$ cat config.mk
export PLATFORM = sky130hd
export DESIGN_NAME = tone_pattern_sequencer_unit
export DESIGN_NICKNAME = d
export VERILOG_FILES = /design/src/rtl/tps_pkg.sv /design/src/rtl/tone_pattern_sequencer_unit.sv /design/src/rtl/tps_ram.sv /design/src/rtl/tps_scaler.sv
export SDC_FILE = /design/constraint.sdc
export NUM_CORES = 2
export LEC_CHECK = 0
export BUFFER_PORTS_ARGS = -buffer_cell sky130_fd_sc_hd__buf_4
export CAP_MARGIN = 15
export CORE_MARGIN = 2
export CORE_UTILIZATION = 35
export CTS_CLUSTER_SIZE = 24
export DETAILED_ROUTE_END_ITERATION = 12
export PLACE_DENSITY = 0.55
export SLEW_MARGIN = 30
export SYNTH_ARGS = -nofsm -noshare
export SYNTH_HDL_FRONTEND = slang
export SYNTH_SLANG_ARGS = --single-unit
$ cat constraint.sdc
create_clock -name clock -period 9.8 [get_ports clock]
set_clock_uncertainty 0.1 [all_clocks]
set_input_delay 1.96 -clock clock [delete_from_list [all_inputs] [get_ports clock]]
set_output_delay 1.96 -clock clock [all_outputs]
set_load 0.03 [all_outputs]
$ cat src/rtl/tps_pkg.sv
`default_nettype none

package tps_pkg;

   // Item modes of the request channel.
   localparam logic [1:0] MODE_LOAD  = 2'd0;
   localparam logic [1:0] MODE_START = 2'd1;
   localparam logic [1:0] MODE_TICK  = 2'd2;

   // Playback segment codes, also reported on the response channel.
   localparam logic [1:0] SEG_IDLE  = 2'd0;
   localparam logic [1:0] SEG_PRE   = 2'd1;
   localparam logic [1:0] SEG_TONE  = 2'd2;
   localparam logic [1:0] SEG_PAUSE = 2'd3;

   // Register indexes of the CSR port.
   localparam logic [1:0] CSR_PRE_ROLL = 2'd0;
   localparam logic [1:0] CSR_COUNT    = 2'd1;
   localparam logic [1:0] CSR_SPECIAL  = 2'd2;

   localparam int CSR_IDX_W  = 2;
   localparam int CSR_DATA_W = 16;

   // Reset values of the registers.
   localparam logic [15:0] PRE_ROLL_RST = 16'd1000;
   localparam logic [4:0]  COUNT_RST    = 5'd1;
   localparam logic [3:0]  SPECIAL_RST  = 4'd0;

   localparam int LEN_W   = 16;
   localparam int SPEED_W = 12;
   localparam int SCALED_W = 20;

   // One table entry: frequency, tone length, pause length.
   localparam int ENTRY_W = 48;

   typedef struct packed {
      logic [1:0]  mode;
      logic [3:0]  step_slot;
      logic [15:0] step_freq;
      logic [15:0] step_tone_ms;
      logic [15:0] step_pause_ms;
      logic [11:0] speed;
      logic        with_pre_roll;
      logic [15:0] elapsed_ms;
   } req_type;

   typedef struct packed {
      logic        tone_started;
      logic        target_started;
      logic        target_ended;
      logic        loop_completed;
      logic        buzzer_on;
      logic [15:0] buzzer_freq;
      logic [19:0] buzzer_length;
      logic [3:0]  current_step;
      logic [1:0]  current_segment;
   } rsp_type;

   // Request into the shared length scaler.
   typedef struct packed {
      logic               start;
      logic [LEN_W-1:0]   len;
      logic [SPEED_W-1:0] speed;
   } scale_req_type;

endpackage

`default_nettype wire

$ cat src/rtl/tone_pattern_sequencer_unit.sv
`default_nettype none

// Channel   Direction  Payload    Handshake
// req_      in         req_type   req_valid / req_stall
// rsp_      out        rsp_type   rsp_valid / rsp_stall
// csr_      in         16 bits    csr_wr_en, csr_index
//
// A load, an unused mode, a zero tick or a tick while idle goes straight to the finish state.
// A start with the pre-roll does too; without it, the start first fetches and scales the first tone.
// A nonzero tick while playing steps through the segments it ends, up to 2*MAX_STEPS+1
// of them, and after a fetch skips the step when its time ran out right at the segment change;
// completing the pattern needs no fetch, since the last pause leads to no new segment.
// Each segment change into a tone or a pause needs one table read and one scaler pass.
// Reset is synchronous; control state clears, the step table keeps its contents.
// The result sits in an output register, so the next request transfer is taken
// while rsp_stall holds an earlier result; that item then waits in its last cycle.

module tone_pattern_sequencer_unit
   import tps_pkg::*;
#(
   parameter int MAX_STEPS = 16
) (
   input  wire logic                  clock,
   input  wire logic                  reset,
   input  wire logic                  req_valid,
   output logic                       req_stall,
   input  wire req_type               req_data,
   output logic                       rsp_valid,
   input  wire logic                  rsp_stall,
   output rsp_type                    rsp_data,
   input  wire logic                  csr_wr_en,
   input  wire logic [CSR_IDX_W-1:0]  csr_index,
   input  wire logic [CSR_DATA_W-1:0] csr_wdata
);
   localparam int IDX_W = (MAX_STEPS > 1) ? $clog2(MAX_STEPS) : 1;
   localparam int CNT_W = 9;
   localparam logic [CNT_W-1:0] MAX_CNT = CNT_W'(MAX_STEPS);

   typedef enum logic [5:0] {
      ST_IDLE   = 6'b000001,
      ST_STEP   = 6'b000010,
      ST_FETCH  = 6'b000100,
      ST_MUL    = 6'b001000,
      ST_APPLY  = 6'b010000,
      ST_FINISH = 6'b100000
   } state_type;

   typedef struct packed {
      logic tone;
      logic tstart;
      logic tend;
      logic loop_done;
   } event_type;

   state_type            state_ff, state_in;
   event_type            ev_ff, ev_in;
   logic [1:0]           segment_ff, segment_in;
   logic [IDX_W-1:0]     ptr_ff, ptr_in;
   logic [SCALED_W-1:0]  left_ff, left_in;
   logic [LEN_W-1:0]     dt_ff, dt_in;
   logic [SPEED_W-1:0]   speed_ff, speed_in;
   logic                 sounding_ff, sounding_in;
   logic [15:0]          last_freq_ff, last_freq_in;
   logic [SCALED_W-1:0]  last_len_ff, last_len_in;
   logic [15:0]          pre_roll_ff;
   logic [4:0]           count_ff;
   logic [3:0]           special_ff;
   logic                 rsp_valid_ff, rsp_valid_in;
   rsp_type              rsp_data_ff, rsp_data_in;

   logic                 req_accept;
   logic                 ram_wr_en;
   logic [IDX_W-1:0]     ram_wr_addr;
   logic [ENTRY_W-1:0]   ram_rd_data;
   logic                 ram_rd_en;
   logic [CNT_W-1:0]     slot_ext;
   logic [CNT_W-1:0]     ptr_ext;
   logic [CNT_W-1:0]     eff_count;
   logic                 at_special;
   logic                 more_steps;
   logic [SCALED_W-1:0]  used;
   logic [SCALED_W-1:0]  left_sub;
   scale_req_type        scale_req;
   logic [SCALED_W-1:0]  scaled;

   // Request side is open only between items.
   assign req_stall  = (state_ff != ST_IDLE);
   assign req_accept = req_valid && !req_stall;

   // Index helpers, widened so that any table depth compares cleanly.
   assign slot_ext   = CNT_W'(req_data.step_slot);
   assign ptr_ext    = CNT_W'(ptr_ff);
   assign eff_count  = (CNT_W'(count_ff) > MAX_CNT) ? MAX_CNT : CNT_W'(count_ff);
   assign at_special = (ptr_ext == CNT_W'(special_ff));
   assign more_steps = ((ptr_ext + CNT_W'(1)) < eff_count);

   // Step table: load items write it, the sequencer reads the current step.
   assign ram_wr_en   = req_accept && (req_data.mode == MODE_LOAD) && (slot_ext < MAX_CNT);
   assign ram_wr_addr = slot_ext[IDX_W-1:0];
   assign ram_rd_en   = (state_ff == ST_FETCH);

   tps_ram #(
      .WIDTH(ENTRY_W),
      .DEPTH(MAX_STEPS)
   ) u_table (
      .clock   (clock),
      .wr_en   (ram_wr_en),
      .wr_addr (ram_wr_addr),
      .wr_data ({req_data.step_freq, req_data.step_tone_ms, req_data.step_pause_ms}),
      .rd_en   (ram_rd_en),
      .rd_addr (ptr_ff),
      .rd_data (ram_rd_data)
   );

   // The shared scaler turns the fetched tone or pause length into ms.
   always_comb begin
      scale_req.start = (state_ff == ST_MUL);
      scale_req.speed = speed_ff;
      scale_req.len   = (segment_ff == SEG_TONE) ? ram_rd_data[31:16] : ram_rd_data[15:0];
   end

   tps_scaler u_scaler (
      .clock     (clock),
      .scale_req (scale_req),
      .scaled    (scaled)
   );

   // Time consumed from the current segment in one step.
   assign used     = (SCALED_W'(dt_ff) < left_ff) ? SCALED_W'(dt_ff) : left_ff;
   assign left_sub = left_ff - used;

   // Sequencer.
   always_comb begin
      state_in     = state_ff;
      ev_in        = ev_ff;
      segment_in   = segment_ff;
      ptr_in       = ptr_ff;
      left_in      = left_ff;
      dt_in        = dt_ff;
      speed_in     = speed_ff;
      sounding_in  = sounding_ff;
      last_freq_in = last_freq_ff;
      last_len_in  = last_len_ff;
      rsp_valid_in = rsp_valid_ff && rsp_stall;
      rsp_data_in  = rsp_data_ff;

      case (state_ff)
         ST_IDLE: begin
            if (req_accept) begin
               ev_in    = '0;
               state_in = ST_FINISH;
               case (req_data.mode)
                  MODE_START: begin
                     speed_in = req_data.speed;
                     ptr_in   = '0;
                     dt_in    = '0;
                     if (req_data.with_pre_roll) begin
                        segment_in  = SEG_PRE;
                        left_in     = SCALED_W'(pre_roll_ff);
                        sounding_in = 1'b0;
                     end else begin
                        segment_in = SEG_TONE;
                        state_in   = ST_FETCH;
                     end
                  end
                  MODE_TICK: begin
                     dt_in = req_data.elapsed_ms;
                     if ((segment_ff != SEG_IDLE) && (req_data.elapsed_ms != '0)) begin
                        state_in = ST_STEP;
                     end
                  end
                  default: begin
                     state_in = ST_FINISH;
                  end
               endcase
            end
         end
         ST_STEP: begin
            left_in  = left_sub;
            dt_in    = dt_ff - used[LEN_W-1:0];
            state_in = ST_FINISH;
            if (left_sub == '0) begin
               case (segment_ff)
                  SEG_PRE: begin
                     segment_in = SEG_TONE;
                     state_in   = ST_FETCH;
                  end
                  SEG_TONE: begin
                     sounding_in = 1'b0;
                     ev_in.tend  = ev_ff.tend || at_special;
                     segment_in  = SEG_PAUSE;
                     state_in    = ST_FETCH;
                  end
                  SEG_PAUSE: begin
                     if (more_steps) begin
                        ptr_in     = ptr_ff + IDX_W'(1);
                        segment_in = SEG_TONE;
                        state_in   = ST_FETCH;
                     end else begin
                        ev_in.loop_done = 1'b1;
                     end
                  end
                  default: begin
                     state_in = ST_FINISH;
                  end
               endcase
            end
         end
         ST_FETCH: begin
            state_in = ST_MUL;
         end
         ST_MUL: begin
            state_in = ST_APPLY;
         end
         ST_APPLY: begin
            left_in = scaled;
            if (segment_ff == SEG_TONE) begin
               last_freq_in = ram_rd_data[47:32];
               last_len_in  = scaled;
               sounding_in  = 1'b1;
               ev_in.tone   = 1'b1;
               ev_in.tstart = ev_ff.tstart || at_special;
            end
            state_in = (dt_ff != '0) ? ST_STEP : ST_FINISH;
         end
         ST_FINISH: begin
            // Load the output register once it is free or being taken.
            if (!rsp_valid_ff || !rsp_stall) begin
               rsp_valid_in                = 1'b1;
               rsp_data_in.tone_started    = ev_ff.tone;
               rsp_data_in.target_started  = ev_ff.tstart;
               rsp_data_in.target_ended    = ev_ff.tend;
               rsp_data_in.loop_completed  = ev_ff.loop_done;
               rsp_data_in.buzzer_on       = sounding_ff;
               rsp_data_in.buzzer_freq     = last_freq_ff;
               rsp_data_in.buzzer_length   = last_len_ff;
               rsp_data_in.current_step    = ptr_ext[3:0];
               rsp_data_in.current_segment = segment_ff;
               state_in                    = ST_IDLE;
            end
         end
         default: begin
            state_in = ST_IDLE;
         end
      endcase
   end

   // Control state.
   always_ff @(posedge clock) begin
      if (reset) begin
         state_ff     <= ST_IDLE;
         segment_ff   <= SEG_IDLE;
         ptr_ff       <= '0;
         left_ff      <= '0;
         speed_ff     <= '0;
         sounding_ff  <= 1'b0;
         last_freq_ff <= '0;
         last_len_ff  <= '0;
         rsp_valid_ff <= 1'b0;
      end else begin
         state_ff     <= state_in;
         segment_ff   <= segment_in;
         ptr_ff       <= ptr_in;
         left_ff      <= left_in;
         speed_ff     <= speed_in;
         sounding_ff  <= sounding_in;
         last_freq_ff <= last_freq_in;
         last_len_ff  <= last_len_in;
         rsp_valid_ff <= rsp_valid_in;
      end
   end

   // Working registers and the result payload.
   always_ff @(posedge clock) begin
      ev_ff       <= ev_in;
      dt_ff       <= dt_in;
      rsp_data_ff <= rsp_data_in;
   end

   // Configuration registers.
   always_ff @(posedge clock) begin
      if (reset) begin
         pre_roll_ff <= PRE_ROLL_RST;
         count_ff    <= COUNT_RST;
         special_ff  <= SPECIAL_RST;
      end else if (csr_wr_en) begin
         case (csr_index)
            CSR_PRE_ROLL: pre_roll_ff <= csr_wdata;
            CSR_COUNT:    count_ff    <= csr_wdata[4:0];
            CSR_SPECIAL:  special_ff  <= csr_wdata[3:0];
            default: begin
               pre_roll_ff <= pre_roll_ff;
            end
         endcase
      end
   end

   assign rsp_valid = rsp_valid_ff;
   assign rsp_data  = rsp_data_ff;

   // A request transfer only happens between items.
   a_accept_idle: assert property (@(posedge clock) disable iff (reset)
      req_accept |-> (state_ff == ST_IDLE))
      else $error("request taken while an item is in progress");

   // The scaler result is used in the cycle after it was started.
   a_apply_order: assert property (@(posedge clock) disable iff (reset)
      (state_ff == ST_APPLY) |-> $past(state_ff == ST_MUL))
      else $error("apply without a scaler pass");

   // Table reads only happen for a tone or a pause.
   a_fetch_seg: assert property (@(posedge clock) disable iff (reset)
      (state_ff == ST_FETCH) |-> (segment_ff == SEG_TONE || segment_ff == SEG_PAUSE))
      else $error("table fetch outside tone or pause");

   // The buzzer never sounds while playback is idle.
   a_idle_quiet: assert property (@(posedge clock) disable iff (reset)
      (segment_ff == SEG_IDLE) |-> !sounding_ff)
      else $error("buzzer on while idle");

   // A new result is only loaded at the end of an item.
   a_rsp_source: assert property (@(posedge clock) disable iff (reset)
      $rose(rsp_valid_ff) |-> $past(state_ff == ST_FINISH))
      else $error("result raised outside finish");

endmodule

`default_nettype wire

$ cat src/rtl/tps_ram.sv
`default_nettype none

module tps_ram #(
   parameter int WIDTH = 48,
   parameter int DEPTH = 16,
   localparam int ADDR_W = (DEPTH > 1) ? $clog2(DEPTH) : 1
) (
   input  wire logic                   clock,
   input  wire logic                   wr_en,
   input  wire logic [ADDR_W-1:0]      wr_addr,
   input  wire logic [WIDTH-1:0]       wr_data,
   input  wire logic                   rd_en,
   input  wire logic [ADDR_W-1:0]      rd_addr,
   output logic      [WIDTH-1:0]       rd_data
);
   logic [WIDTH-1:0] mem [DEPTH];
   logic [WIDTH-1:0] rd_data_ff;

   // One write port and one registered read port.
   always_ff @(posedge clock) begin
      if (wr_en) begin
         mem[wr_addr] <= wr_data;
      end
      if (rd_en) begin
         rd_data_ff <= mem[rd_addr];
      end
   end

   assign rd_data = rd_data_ff;

endmodule

`default_nettype wire

$ cat src/rtl/tps_scaler.sv
`default_nettype none

module tps_scaler
   import tps_pkg::*;
(
   input  wire logic                clock,
   input  wire scale_req_type       scale_req,
   output logic [SCALED_W-1:0]      scaled
);
   logic [LEN_W+SPEED_W-1:0] product;
   logic [SCALED_W-1:0]      scaled_ff;

   // Q4.8 scaling: the product drops its eight fraction bits.
   assign product = (LEN_W+SPEED_W)'(scale_req.len) * (LEN_W+SPEED_W)'(scale_req.speed);

   always_ff @(posedge clock) begin
      if (scale_req.start) begin
         scaled_ff <= product[LEN_W+SPEED_W-1:8];
      end
   end

   assign scaled = scaled_ff;

endmodule

`default_nettype wire
==> flow_metrics.tcl <==
set metrics [dict create \
    status "finished, final reports clean" \
    ctsRootBufferMaster "clkbuf_16" \
    dieWidth_um 368 \
    peakVddDrop_mv 0.140 \
    synth-xor-area-share 0.00829 \
    h-tree-depth 3 \
    synth_top_family_by_area "multiplexers" \
    synth_area_leaders "edfxtp_1, fa_1, mux4_2" \
    first_global_vias 26900 \
    start_kind "register" \
    start_util 0.353 \
    finalHoldViolCount 0 \
    synthTopCellsByCount "edfxtp_1, nand2_1, inv_1" \
    maxCapViolCount 0 \
    dieArea_um2 136000 \
    synthDistinctLibCells 79 \
    final_antenna_net_count 0 \
    crit_path_max_fanout 12 \
    die_y_um 368 \
    period_minus_slack_ns 7.44 \
    cts.hold.buffers_added 0 \
    coreArea_um2 132000 \
    tns_ns 0 \
    synthMuxAreaShare 0.0953 \
    synth_area_leader_cell "edfxtp_1" \
    ys_warn_count 0 \
    area_growth_pct 14.5 \
    wl_um 117000 \
    syn_area_per_cell_um2 14.3 \
    setup_viol 0 \
    crit_type "reg -> reg" \
    synthSimpleGateAreaFrac 0.0684 \
    max_slew_margin 0.306 \
    synthFlopType "edfxtp_1" \
    cts.sink_count 1010 \
    numCtsBuffers 106 \
    path_clk_slew_ns 0.06 \
    track_usage 0.170 \
    drv_slew 0 \
    via_per_inst 5.15 \
    hold_path_class "reg -> reg" \
    synth_area_um2 46500 \
    drtPass1Iterations 7 \
    ys_seq_area_frac 0.629 \
    syn_nets 3610 \
    drive_gt1_frac 0.160 \
    vias 26900 \
    drc 0 \
    ios 155 \
    hold_path.startpoint "ev_ff[0]" \
    drt_iter0_drc 2195 \
    worstMarginPinSlew_ns 1.04 \
    dpl.hpwl_um 70800 \
    synthAdderAreaFrac 0.0927 \
    postCtsSetupBuffers 0 \
    rsz0062_at_grt "no" \
    crit_path_end_kind "register" \
    cts_buffer_depth 3 \
    post_cts_resized 0 \
    reg2reg_from "segment_ff[0]" \
    fin_util 0.404 \
    p_per_area_nw_per_um2 178 \
    yosysTopAreaCellShare 0.583 \
    rrSetupSlack_ns 2.36 \
    antenna_found_initial 17 \
    leakage_nw 18.2 \
    port_buffers 154 \
    hold-path-cell-count 0 \
    synth-edff-count 903 \
    grt_first_pass_wirelength_um 175000 \
    gp_congestion 0.846 \
    cts_tree "built" \
    synthCells 3244 \
    finalCritPeriodShare 0.760 \
    required_ns 10.14 \
    yosysMostFrequentCell "edfxtp_1" \
    yosys_register_bits 1010 \
    rows 133 \
    wl_per_cell_um 22.4 \
    clkLatencyLatePin_ns 0.70 \
    reg2reg_depth 24 \
    grt.overflow.total 0 \
    synth-compound-area-share 0.0751 \
    async_flop_share 0 \
    holdPathEnd "rsp_data[43]" \
    finalNetCount 3749 \
    arrival_ns 7.79 \
    grt_max_degree 107 \
    fmaxAchievable_mhz 134 \
    r2r-end "u_scaler.scaled[19]" \
]
[routing by layer]
layer	track usage	wire length, µm	up-vias
li1	-	-	12300
met1	0.237	52400	13800
met2	0.277	55500	621
met3	0.0323	6940	152
met4	0.0363	1900	26
met5	0	161	-
[state kept, by name, indices dropped and copies added (netlist names), 5 cells and up]
signal,cells
count_ff,5
dt_ff,16
last_freq_ff,16
last_len_ff,20
left_ff,20
pre_roll_ff,16
rsp_data,47
speed_ff,12
state_ff,6
u_scaler.scaled,20
u_table.mem,768
u_table.rd_data,48
[worst max-delay path by stage]
| stage | from | to | cells past startpoint |
|---|---|---|---|
| after detailed placement | segment_ff[0] | u_scaler.scaled[19] | 24 |
| after global routing | segment_ff[0] | u_scaler.scaled[19] | 24 |
| after CTS | segment_ff[0] | u_scaler.scaled[19] | 24 |
| after floorplan | segment_ff[0] | u_scaler.scaled[19] | 26 |
| after global placement | segment_ff[0] | u_scaler.scaled[19] | 24 |
| final | segment_ff[0] | u_scaler.scaled[19] | 24 |
[kinds of logic (layout without fill, tap and decap cells)]
family	Yosys count	after routing
buffers and inverters	380	611
AOI/OAI and AO/OA	545	545
muxes	315	315
xor gates and xnor gates	44	44
and+or+nand+nor	690	690
other	0	2
adders and majority gates	260	260
DFF	1010	1010
[final cells by class]
class	count	area [µm²]
Antenna cell	2	5.00
Clock buffer	135	2860
Clock inverter	65	622
Fill cell	12100	78400
Inverter	215	807
Multi-Input combinational cell	1854	16000
Sequential cell	1010	29300
Tap cell	1755	2200
Timing Repair Buffer	196	1520
[critical path, cell delays in order, from the launching register on]
cell,delay (ns)
dfxtp_1,0.35
inv_1,0.10
ha_1,0.60
buf_4,0.32
mux2_2,0.47
nand2_1,0.13
fa_1,0.45
fa_1,0.40
inv_1,0.08
fa_1,0.41
inv_1,0.09
fa_1,0.38
inv_1,0.08
fa_1,0.40
ha_1,0.34
nand2_1,0.07
or4b_2,0.71
a21o_1,0.20
a31oi_1,0.26
a31oi_1,0.26
o211ai_1,0.35
a221o_1,0.27
a21o_1,0.15
a21oi_1,0.08
xnor2_1,0.13
[power breakdown]
part	switching (mW)	internal, mW
Combinational	0.456	0.279
Clock	1.70	2.29
Sequential	0.0405	4.73
[cell usage in the layout, fill, tap and decap left out, drive strengths merged, types with 24 or more instances in the layout]
cell,synthesis,final
clkinv,0,49
a22oi,51,51
a211oi,24,24
mux4,96,96
a221oi,56,56
buf,23,196
mux2,63,63
mux2i,156,156
nand3,30,30
dfxtp,107,107
fa,141,141
and2,61,61
nand2,373,373
nor2,92,92
ha,119,119
edfxtp,903,903
o21ai,150,150
inv,215,221
clkbuf,142,135
a21oi,169,169
[stage by stage]
step                total power, mW  area (µm²)  hold slack (ns)  setup slack (ns)  std cells
floorplan                      5.35       46500            0.300              2.83       3244
global placement               5.58       49700            0.314              2.33       5029
detailed placement             5.60       49700            0.307              2.31       5029
CTS                            9.60       53200            0.317              2.30       5229
global route                   9.85       53200            0.338              1.85       5230
finish                         9.49       53200            0.320              2.36       5232
No activity file was read; power rests on OpenSTA's default activity.
